### src/rtl/esim_pkg.sv
// ============================================================================
// esim_pkg
// Shared widths, codes, types and helpers for the escape symbol interval mapper.
// ============================================================================
package esim_pkg;

    // Table geometry
    localparam int TABLE_W        = 6;
    localparam int ENTRY_W        = 8;
    localparam int NUM_TABLES     = 1 << TABLE_W;
    localparam int MAX_BOUNDARIES = 1 << ENTRY_W;
    localparam int BND_ADDR_W     = TABLE_W + ENTRY_W;
    localparam int BND_DEPTH      = NUM_TABLES * MAX_BOUNDARIES;

    // Field widths
    localparam int CDF_PRECISION  = 16;
    localparam int VAL_W          = CDF_PRECISION;
    localparam int FREQ_W         = CDF_PRECISION + 1;
    localparam int CNT_W          = ENTRY_W + 1;
    localparam int SYM_W          = 16;
    localparam int DIFF_W         = SYM_W + 1;
    localparam int SCALE_W        = 5;
    localparam int ACT_W          = 2;

    // Packed bus widths
    localparam int IN_DATA_W      = 72;
    localparam int OUT_DATA_W     = 40;

    // Action codes
    localparam logic [ACT_W-1:0] ACT_LOAD_BOUND  = 2'd0;
    localparam logic [ACT_W-1:0] ACT_LOAD_HEADER = 2'd1;
    localparam logic [ACT_W-1:0] ACT_ENCODE      = 2'd2;

    localparam logic [FREQ_W-1:0]  FULL_SCALE = FREQ_W'(1) << CDF_PRECISION;
    localparam logic [SCALE_W-1:0] SCALE_BIT  = SCALE_W'(1);
    localparam logic [SCALE_W-1:0] SCALE_CDF  = SCALE_W'(CDF_PRECISION);

    typedef struct packed {
        logic [CNT_W-1:0] cnt;
        logic [SYM_W-1:0] off;
    } t_hdr;

    // Work handed from the pipeline to the escape sequencer
    typedef struct packed {
        logic              esc;
        logic              neg;
        logic [DIFF_W-1:0] mag;
        logic [VAL_W-1:0]  start;
        logic [FREQ_W-1:0] freq;
        logic              err;
    } t_job;

    typedef struct packed {
        logic               last;
        logic               err;
        logic [SCALE_W-1:0] scale;
        logic [FREQ_W-1:0]  freq;
        logic [VAL_W-1:0]   start;
    } t_result;

    function automatic t_result mk_bit(input logic b);
        t_result r;
        r.last  = 1'b0;
        r.err   = 1'b0;
        r.scale = SCALE_BIT;
        r.freq  = FREQ_W'(1);
        r.start = VAL_W'(b);
        return r;
    endfunction

    function automatic t_result mk_final(input logic [VAL_W-1:0] start,
                                         input logic [FREQ_W-1:0] freq,
                                         input logic err);
        t_result r;
        r.last  = 1'b1;
        r.err   = err;
        r.scale = SCALE_CDF;
        r.freq  = freq;
        r.start = start;
        return r;
    endfunction

endpackage

### src/rtl/esim_seq.sv
// ============================================================================
// esim_seq
// Escape sequencer: expands one job into sign, exp-Golomb and final intervals.
// ============================================================================
module esim_seq
    import esim_pkg::*;
(
    input  logic    i_clk,
    input  logic    i_rst_n,
    input  logic    i_job_valid,
    input  t_job    i_job,
    output logic    o_job_ready,
    output logic    o_out_valid,
    output t_result o_out,
    input  logic    i_out_ready
);

    localparam logic [1:0] ST_IDLE  = 2'd0;
    localparam logic [1:0] ST_BITS  = 2'd1;
    localparam logic [1:0] ST_ZEROS = 2'd2;
    localparam logic [1:0] ST_FINAL = 2'd3;

    localparam int ZC_W = $clog2(DIFF_W + 1);

    logic [1:0]        r_state, n_state;
    logic [DIFF_W-1:0] r_mag, n_mag;
    logic [ZC_W-1:0]   r_zcnt, n_zcnt;
    t_result           r_fin, n_fin;
    t_result           r_out, n_out;
    logic              r_out_valid, n_out_valid;
    logic              out_free;
    logic              load_out;

    assign out_free = !r_out_valid || i_out_ready;

    always_comb begin
        n_state     = r_state;
        n_mag       = r_mag;
        n_zcnt      = r_zcnt;
        n_fin       = r_fin;
        n_out       = r_out;
        load_out    = 1'b0;
        o_job_ready = 1'b0;
        case (r_state)
            ST_IDLE: begin
                o_job_ready = out_free;
                if (out_free && i_job_valid) begin
                    load_out = 1'b1;
                    if (i_job.esc) begin
                        n_out   = mk_bit(i_job.neg);
                        n_mag   = i_job.mag;
                        n_zcnt  = '0;
                        n_fin   = mk_final(i_job.start, i_job.freq, i_job.err);
                        n_state = ST_BITS;
                    end else begin
                        n_out = mk_final(i_job.start, i_job.freq, i_job.err);
                    end
                end
            end
            ST_BITS: begin
                if (out_free) begin
                    load_out = 1'b1;
                    n_out    = mk_bit(r_mag[0]);
                    n_mag    = r_mag >> 1;
                    // zcnt ends as (bit length - 1), the zero run that follows
                    if (r_mag[DIFF_W-1:1] == '0) begin
                        n_state = (r_zcnt == '0) ? ST_FINAL : ST_ZEROS;
                    end else begin
                        n_zcnt = r_zcnt + ZC_W'(1);
                    end
                end
            end
            ST_ZEROS: begin
                if (out_free) begin
                    load_out = 1'b1;
                    n_out    = mk_bit(1'b0);
                    n_zcnt   = r_zcnt - ZC_W'(1);
                    if (r_zcnt == ZC_W'(1)) begin
                        n_state = ST_FINAL;
                    end
                end
            end
            ST_FINAL: begin
                if (out_free) begin
                    load_out = 1'b1;
                    n_out    = r_fin;
                    n_state  = ST_IDLE;
                end
            end
            default: begin
                n_state = ST_IDLE;
            end
        endcase
        n_out_valid = load_out || (r_out_valid && !i_out_ready);
    end

    always_ff @(posedge i_clk) begin
        if (!i_rst_n) begin
            r_state     <= ST_IDLE;
            r_out_valid <= 1'b0;
        end else begin
            r_state     <= n_state;
            r_out_valid <= n_out_valid;
        end
        r_mag  <= n_mag;
        r_zcnt <= n_zcnt;
        r_fin  <= n_fin;
        r_out  <= n_out;
    end

    assign o_out_valid = r_out_valid;
    assign o_out       = r_out;

endmodule

### config.mk
export PLATFORM = sky130hd
export DESIGN_NAME = esim_seq
export DESIGN_NICKNAME = d
export VERILOG_FILES = /design/src/rtl/esim_pkg.sv /design/src/rtl/esim_seq.sv
export SDC_FILE = /design/constraint.sdc
export NUM_CORES = 1
export LEC_CHECK = 0
export BUFFER_PORTS_ARGS = -buffer_cell sky130_fd_sc_hd__clkbuf_2
export CELL_PAD_IN_SITES_DETAIL_PLACEMENT = 0
export CELL_PAD_IN_SITES_GLOBAL_PLACEMENT = 1
export CORE_MARGIN = 2
export CORE_UTILIZATION = 43
export CTS_BUF_LIST = sky130_fd_sc_hd__clkbuf_8 sky130_fd_sc_hd__clkbuf_16
export DETAILED_ROUTE_END_ITERATION = 8
export PLACE_DENSITY = 0.85
export SKIP_LAST_GASP = 1
export SYNTH_ARGS = -nofsm -noshare
export SYNTH_HDL_FRONTEND = slang
export SYNTH_SLANG_ARGS = --single-unit
### constraint.sdc
create_clock -name i_clk -period 6 [get_ports i_clk]
set_clock_uncertainty 0.2 [all_clocks]
set_input_delay 0.6 -clock i_clk [delete_from_list [all_inputs] [get_ports i_clk]]
set_output_delay 0.6 -clock i_clk [all_outputs]
set_load 0.01 [all_outputs]
* Word-level counts from Yosys, hierarchy flattened *
Cells that the tools add are included.

cells by class
  add/subtract/negate cells = 2
  equality and inequality tests = 12
  muxes and demuxes = 29
  reduce and logical (&&, ||, !) cells = 17

operators by type and width
  kind                 number
  $mux 40              5
  $pmux 40 s4          1
  $mux 17              3
  $pmux 17 s2          1
  $mux 5               5
  $logic_not 16->1     1
  $ne 2x2->1 const B   8
  $pmux 5 s3           1
  $mux 2               7
  $pmux 2 s4           1
  $reduce_and 4->1     2
  $reduce_and 7->1     1
  $reduce_and 6->1     1
  $add 5x1->5 const B  1
  $eq 5x1->1 const B   1
  $logic_not 5->1      1
  $sub 5x1->5 const B  1
  $eq 2x2->1 const B   2
  $mux 1               4
  $reduce_and 3->1     1
  $reduce_bool 3->1    1
  $reduce_or 3->1      1
  $eq 2x1->1 const B   1
  $logic_and 1x1->1    2
  5 further kinds      7

word-level totals
  register bits = 99
  bits of input ports = 57
  output and inout port bits = 42

* Depth between registers and ports, before layout *
Gate-level depths: netlist (run 1).

  depth after elaboration = 6
  depth in mapped cells = 7
  mapped depth without buffers = 6

* Worst setup path after synthesis (run 1) *
OpenSTA, ideal clock, no wires.

  path type = flip-flop to flip-flop
  from = reg r_state[1]
  to = reg r_out, in the netlist o_out[0], enable pin
  library setup time = 0.479 ns
  data arrival time = 3.802 ns
  slack = 1.519 ns
  cell stages (with the launch flop) = 8
  path buffers = 2
  clock period less this slack = 4.481 ns
  cells stage by stage = dfxtp_1 inv_1 ha_1 clkbuf_1 buf_1 nor3_1 nor2_1 o21ai_0

on the way
  longest elaborated chain between the ends = 3
  elaborated cells on any way between the ends = 9
  classes of those cells = eq/ne: 7; reduce/logical: 2

ends and longest elaborated chain
  item                                      RTL line         source
  start, declared                           esim_seq.sv:25   logic [1:0] r_state, n_state;
  start signal, assigned                    esim_seq.sv:102  r_state <= n_state;
  $eq 2x1->1, or another cell as far along  esim_seq.sv:44   case (r_state)
  $ne 2x2->1 (no source line)               --
  $reduce_and 4->1 (no source line) *       --
  end signal, assigned                      esim_seq.sv:108  r_out <= n_out;
  end, declared                             esim_seq.sv:29   t_result r_out, n_out;

Mark *: on every way between the ends. The rest lies on a longest branch, timed or not.
A chain may end at the register's enable or synchronous reset.

* Worst setup path in the final report (run 1) *
  from = reg r_state[1]
  to = reg r_mag[0], enable pin

on the way
  longest elaborated chain between the ends = 3
  elaborated cells on any way between the ends = 7
  classes of those cells = eq/ne: 4; reduce/logical: 3

ends and longest elaborated chain
  item                                                              RTL line         source
  $eq 2x1->1 or $logic_not 2->1 (tied branches)                     esim_seq.sv:44
  $ne 2x2->1 (no source line) or $reduce_bool 2->1 (tied branches)  --
  $reduce_and 4->1 (no source line) *                               --
  end signal, assigned                                              esim_seq.sv:105  r_mag <= n_mag;
  end, declared                                                     esim_seq.sv:26   logic [DIFF_W-1:0] r_mag, n_mag;

Marks and branches as above.

==> flow_metrics.tcl, run 1 <==
set metrics [dict create \
    track_usage 0.144 \
    tightest_slew_ps 1130 \
    cts_root_buf "clkbuf_8" \
    clock_latency_ps 360 \
    relSlewSlack 0.249 \
    outcome "finished, final reports clean" \
    vdd_drop_max_uv 167 \
    synth_compound_gate_area_share 0.107 \
    diodes 0 \
    clock_tree.buffer_depth 2 \
    worst-path-max-fanout 30 \
    tns_ps 0 \
    cp.required_ps 5790 \
    utilization 0.537 \
    multi_input_area_mm2 0.00104 \
    pwr-share-comb 0.279 \
    ys_warn_count 0 \
    period_share 0.491 \
    synth_top_area_frac 0.699 \
    grt_max_degree 37 \
    netlist_area_mm2 0.00395 \
    ant_nets 0 \
    overflow 0 \
    cts_tree "done" \
    synth-simple-area-share 0.0579 \
    rsz0062_at_grt "no" \
    synth_edf_count 92 \
    placed_area_mm2 0.00452 \
    coreArea_mm2 0.00881 \
    worstPathArrival_ps 2740 \
    clkPwrFrac 0.220 \
    die_w_um 99.9 \
    port_buffers 95 \
    synth_top_cell_by_area "edfxtp_1" \
    finalSetupViolations 0 \
    grt_pass1_wl_um 11100 \
    final_common_cell "clkbuf_2" \
    vias 2317 \
    cts.sinks 95 \
    rr_startpoint "r_state[1]" \
    dp.cells 434 \
    synth_xor_area_frac 0.00887 \
    seq_area_frac_synth 0.714 \
    async_flop_share 0 \
    drt-pass1-iter-count 5 \
    hold_path_class "in2reg" \
    synth_top_family_by_area "compound AO/OA/AOI/OAI gates" \
    layout-drive-gt1-share 0.406 \
    nNetsFinal 402 \
    n_fill_cell 718 \
    sw_frac_of_total 0.320 \
    die_h_um 99.9 \
    stdcell_area_mm2 0.00473 \
    holdWs_ps 225 \
    ys_seq_elements 95 \
    max_freq_mhz 340 \
    gp_congestion 0.817 \
    synthTopCellsByArea "edfxtp_1 70%, a22o_1 7.1%, mux2_2 4.6%, ha_1 2.5%, dfxtp_1 1.5%" \
    hold_path.startpoint "i_job[16]" \
    cts_setup_buffers 0 \
    htreeDepth 3 \
    synthToLayoutAreaGrowth_pct 19.7 \
    drv_cap 0 \
    cts-buffers-inserted 9 \
    p_sw_uw 654 \
    avgSynthCellArea_um2 16.1 \
    slew_violations 0 \
    synthCells 246 \
    final-seq-area_mm2 0.00282 \
    r2r_slack_ps 3060 \
    wl_per_cell_um 16.0 \
    synthMuxAreaShare 0.0557 \
    row_count 34 \
    fp.dieArea_mm2 0.00997 \
    ys.flop_type "edfxtp_1" \
    clk_pin_slew_ps 100 \
    powerDensity_mw_per_mm2 433 \
    drt-initial-drc-count 81 \
    postCtsHoldBufs 0 \
    critPathLaunchType "flop" \
    grt_pass1_vias 2211 \
    drt-total-wl_um 7190 \
    final_cells 450 \
    critPathKind "reg2reg" \
    ctsResizeCount 0 \
    antenna_found_initial 0 \
    ios 99 \
    startpoint "r_state[1]" \
    synth_cell_type_count 42 \
    synth_fa_ha_area_frac 0.0253 \
    hpwl_um 4910 \
    fin_crit_ps 2940 \
    p_int_uw 1390 \
    mostFrequentLayoutCells "95 x clkbuf_2, 92 x edfxtp_1, 32 x a22o_1, 16 x mux2_2" \
    power.leakage_uw 0.00187 \
    viasPerCell 5.15 \
    end_kind "flop" \
    start_util 0.449 \
    drc 0 \
    report.final.hold_viol_count 0 \
    power_frac_seq 0.501 \
]
## final cells by class
cell class / count / area share
Clock buffer: 9 / 0.0262
Clock inverter: 7 / 0.0183
Inverter: 8 / 0.00635
Multi-Input combinational cell: 126 / 0.220
Sequential cell: 95 / 0.597
Tap cell: 108 / 0.0286
Timing Repair Buffer: 97 / 0.104
## Yosys cell counts (2+ instances only)
cell type and count:
nor4_2 4, a21oi_1 2, ha_1 8, a22oi_1 2, nand3_1 4, and2_1 2, inv_1 8, mux2_2 16
a21boi_0 2, buf_2 2, dfxtp_1 3, edfxtp_1 92, a22o_1 32, xor2_1 3, clkbuf_1 12, o21ai_0 5
buf_4 4, nand2_1 9, mux2i_1 4, nor2b_1 3, nor3_1 2, nor2_1 7
## path summary, 6_finish.rpt
kind                endpoint  depth (start not counted)
setup / recovery    r_mag[0]                          5
setup reg to reg    r_mag[0]                          5
hold / removal     r_fin[31]                          1
hold reg to reg   r_state[0]                          2
## power by group through the flow
stage	Sequential [µW]	Clock [µW]	Combinational, µW
2_1_floorplan	1090	0	332
3_3_place_gp	1040	0	559
3_5_place_dp	1040	0	576
4_1_cts	1030	457	577
5_1_grt	1040	486	626
6_report	1030	449	571
## worst max-delay path: stages (launching register included)
cell and delay [ps]:
dfxtp_1 360, inv_1 90, ha_1 910, inv_1 170
o21ai_0 190, and2_1 650
## cell families (layout without fill, tap and decap cells)
kind of cell,Yosys count,in the layout
other,1,3
buffers and inverters,27,121
DFF,95,95
and+or+nand+nor,39,39
AOI/OAI and AO/OA,52,52
xor gates and xnor gates,4,4
muxes,20,20
adders and majority gates,8,8
## routing by layer
| layer | up-vias | track usage | wire (µm) |
|---|---|---|---|
| li1 | 1133 | - | - |
| met1 | 1090 | 0.196 | 3370 |
| met2 | 83 | 0.221 | 3300 |
| met3 | 11 | 0.0334 | 413 |
| met4 | 0 | 0.0632 | 103 |
| met5 | - | 0 | 0 |
## state kept, by name (all words and copies together), names as in the netlist
register,cells
r_mag,17
o_out,36
o_out_valid,1
r_state,2
r_zcnt,5
r_fin,34
## metrics by stage
| step | total power [µW] | setup WS, ps |
|---|---|---|
| final | 2050 | 3060 |
| after global routing | 2160 | 2740 |
| after CTS | 2060 | 3010 |
| after detailed placement | 1620 | 3020 |
| after global placement | 1600 | 3170 |
| after floorplan | 1420 | 1520 |
Power figures use the tool's default switching activity.
==> run 2: changes to the inputs <==
ABC_AREA = 1   (was default)
CORE_UTILIZATION = 42   (was 43)
clock period = 2.76 ns   (was 6 ns; I/O delays follow)
==> run 2 against run 1 <==
  * Sequential cell count is the same
  * Clock-buffer cell count did not move
  * Die area rose by 5.5%
  * First-iteration DRC count increased by 130%
==> flow_metrics.tcl, run 2 <==
set metrics [dict create \
    outcome "finished, final reports clean" \
    cts_root_buf "clkbuf_8" \
    n_fill_cell 752 \
    drv_cap 0 \
    coreArea_mm2 0.00933 \
    synth_top_cell_by_area "edfxtp_1" \
    fin_crit_ps 2470 \
    ys.flop_type "edfxtp_1" \
    grt_max_degree 37 \
    netlist_area_mm2 0.00408 \
    max_freq_mhz 405 \
    cp.required_ps 2280 \
    avgSynthCellArea_um2 13.1 \
    clock_latency_ps 360 \
    vias 2891 \
    yosysMostFrequentCell "edfxtp_1" \
    p_total_uw 5020 \
    worstPathArrival_ps 2000 \
    ys_seq_elements 95 \
    synth_cell_type_count 27 \
    cp-endpoint "o_job_ready" \
    worstReg2RegEnd "r_fin[28]" \
    hpwl_um 5650 \
    async_flop_share 0 \
    critPathLaunchType "flop" \
    cts-buffers-inserted 9 \
    synth_edf_count 92 \
    ios 99 \
    grt_pass1_wl_um 13800 \
    powerDensity_mw_per_mm2 936 \
    final-seq-area_mm2 0.00282 \
    slew_violations 0 \
    wl_per_cell_um 14.8 \
    layout-drive-gt1-share 0.284 \
    track_usage 0.173 \
    row_count 35 \
    mostFrequentLayoutCells "95 x clkbuf_2, 92 x edfxtp_1, 70 x nand2_1, 51 x dlygate4sd3_1, 32 x a32o_1" \
    rr_startpoint "r_state[0]" \
    end_kind "output pin" \
    clock_tree.buffer_depth 2 \
    antenna_found_initial 0 \
    vdd_drop_max_uv 381 \
    cp_slowest_cell "dfxtp_1" \
    synth_top_area_frac 0.677 \
    worst-path-max-fanout 26 \
    critPathKind "reg2out" \
    synthCells 312 \
    critical_path.cell_chain "inv_1 > ha_1 > inv_2 > buf_4 > nor2_1 > clkbuf_2" \
    startpoint "r_state[0]" \
    ant_nets 0 \
    viasPerCell 4.89 \
    drc 0 \
    place_ws_ps 549 \
    hold_path_class "in2reg" \
    die_h_um 103 \
    diodes 0 \
    utilization 0.575 \
    cp_num_buf_inv 4 \
    critical-path-max-stage-delay_ps 400 \
    largest_reg_flops 36 \
    gp_congestion 0.801 \
    nNetsFinal 522 \
    port_buffers 95 \
    cp.depth 6 \
    ys_warn_count 0 \
    rsz0062_at_grt "no" \
    drt-initial-drc-count 188 \
    fp.dieArea_mm2 0.0105 \
    htreeDepth 3 \
    drt-total-wl_um 8770 \
    final_common_cell "clkbuf_2" \
    start_util 0.437 \
    setup_slack_ps 289 \
    synthToLayoutAreaGrowth_pct 31.4 \
    clk_pin_slew_ps 100 \
    drt-pass1-iter-count 4 \
    cts.sinks 95 \
    relSlewSlack 0.599 \
    cts_tree "done" \
    tns_ps 0 \
    grt_pass1_vias 2855 \
    overflow 0 \
    power.leakage_uw 0.00220 \
    multi_input_area_mm2 0.00104 \
    synthTopCellsByArea "edfxtp_1 68%, a32o_1 7.9%, nand2_1 6.4%, ha_1 2.5%, nor2_1 1.7%" \
    reg2reg_depth 6 \
    cp_top_family "buffers and inverters" \
    netlist_top_cells_count "92 x edfxtp_1, 70 x nand2_1, 32 x a32o_1" \
    seq_area_frac_synth 0.692 \
    die_w_um 103 \
    r2r_slack_ps 510 \
    period_share 0.895 \
    tightest_slew_ps 601 \
    finalSetupViolations 0 \
    report.final.hold_viol_count 0 \
]
## run 2: how the worst min path moves through the flow
stage,start,endpoint,depth (start not counted)
after global routing,i_job[50],r_mag[16],3
after detailed placement,i_job[1],r_fin[16],1
after CTS,i_job[50],r_mag[16],3
final,i_job[50],r_mag[16],3
after global placement,i_job[16],r_fin[31],1
after floorplan,i_job[18],r_fin[0],0
## run 2: logic make-up (layout without fill, tap and decap cells)
family                     after synthesis  after routing  synth area share
AOI/OAI and AO/OA                       59             59             0.114
and+or+nand+nor                        107            107             0.113
DFF                                     95             95             0.692
buffers and inverters                   42            190            0.0549
adders and majority gates                8              8            0.0245
other                                    1              3          0.000919
## run 2: tightest hold or removal path: stages
cell	delay (ps)
clkbuf_2	90
inv_1	30
nor2_1	70
## run 2: stage by stage
step                hold WS [ps]  std cells  instance area, µm²
floorplan                    175        314                4090
global placement             281        524                4650
detailed placement           272        524                4650
CTS                         4.23        591                5360
global route                31.4        591                5360
finish                      17.0        591                5360
## run 2: repair_timing
action                                 CTS  global route
buffers inserted                         0             0
hold buffers                            51             0
endpoints found under the hold margin   53             0
resized for setup                        0             0
## run 2: report_power, final
| group | switching (µW) | internal [µW] |
|---|---|---|
| Clock | 529 | 355 |
| Sequential | 229 | 2260 |
| Combinational | 1050 | 592 |
## run 2: layer usage
layer  global-route usage  wire length (µm)  up-vias  share of wire
met4               0.0800                85        0         0.0097
met3               0.0386               697        9          0.080
met1                0.221              3710     1322           0.42
met5                    0                 0        -              0
li1                     -                 -     1426              -
met2                0.284              4280      134           0.49
## run 2: final cells by class
cell class                 instances  share of cell area
sequential                        95               0.526
clock buffer                       9              0.0231
timing repair buffer             152               0.197
multi-input combinational        177               0.194
inverter                          22              0.0154
clock inverter                     7              0.0138
tap                              129              0.0301
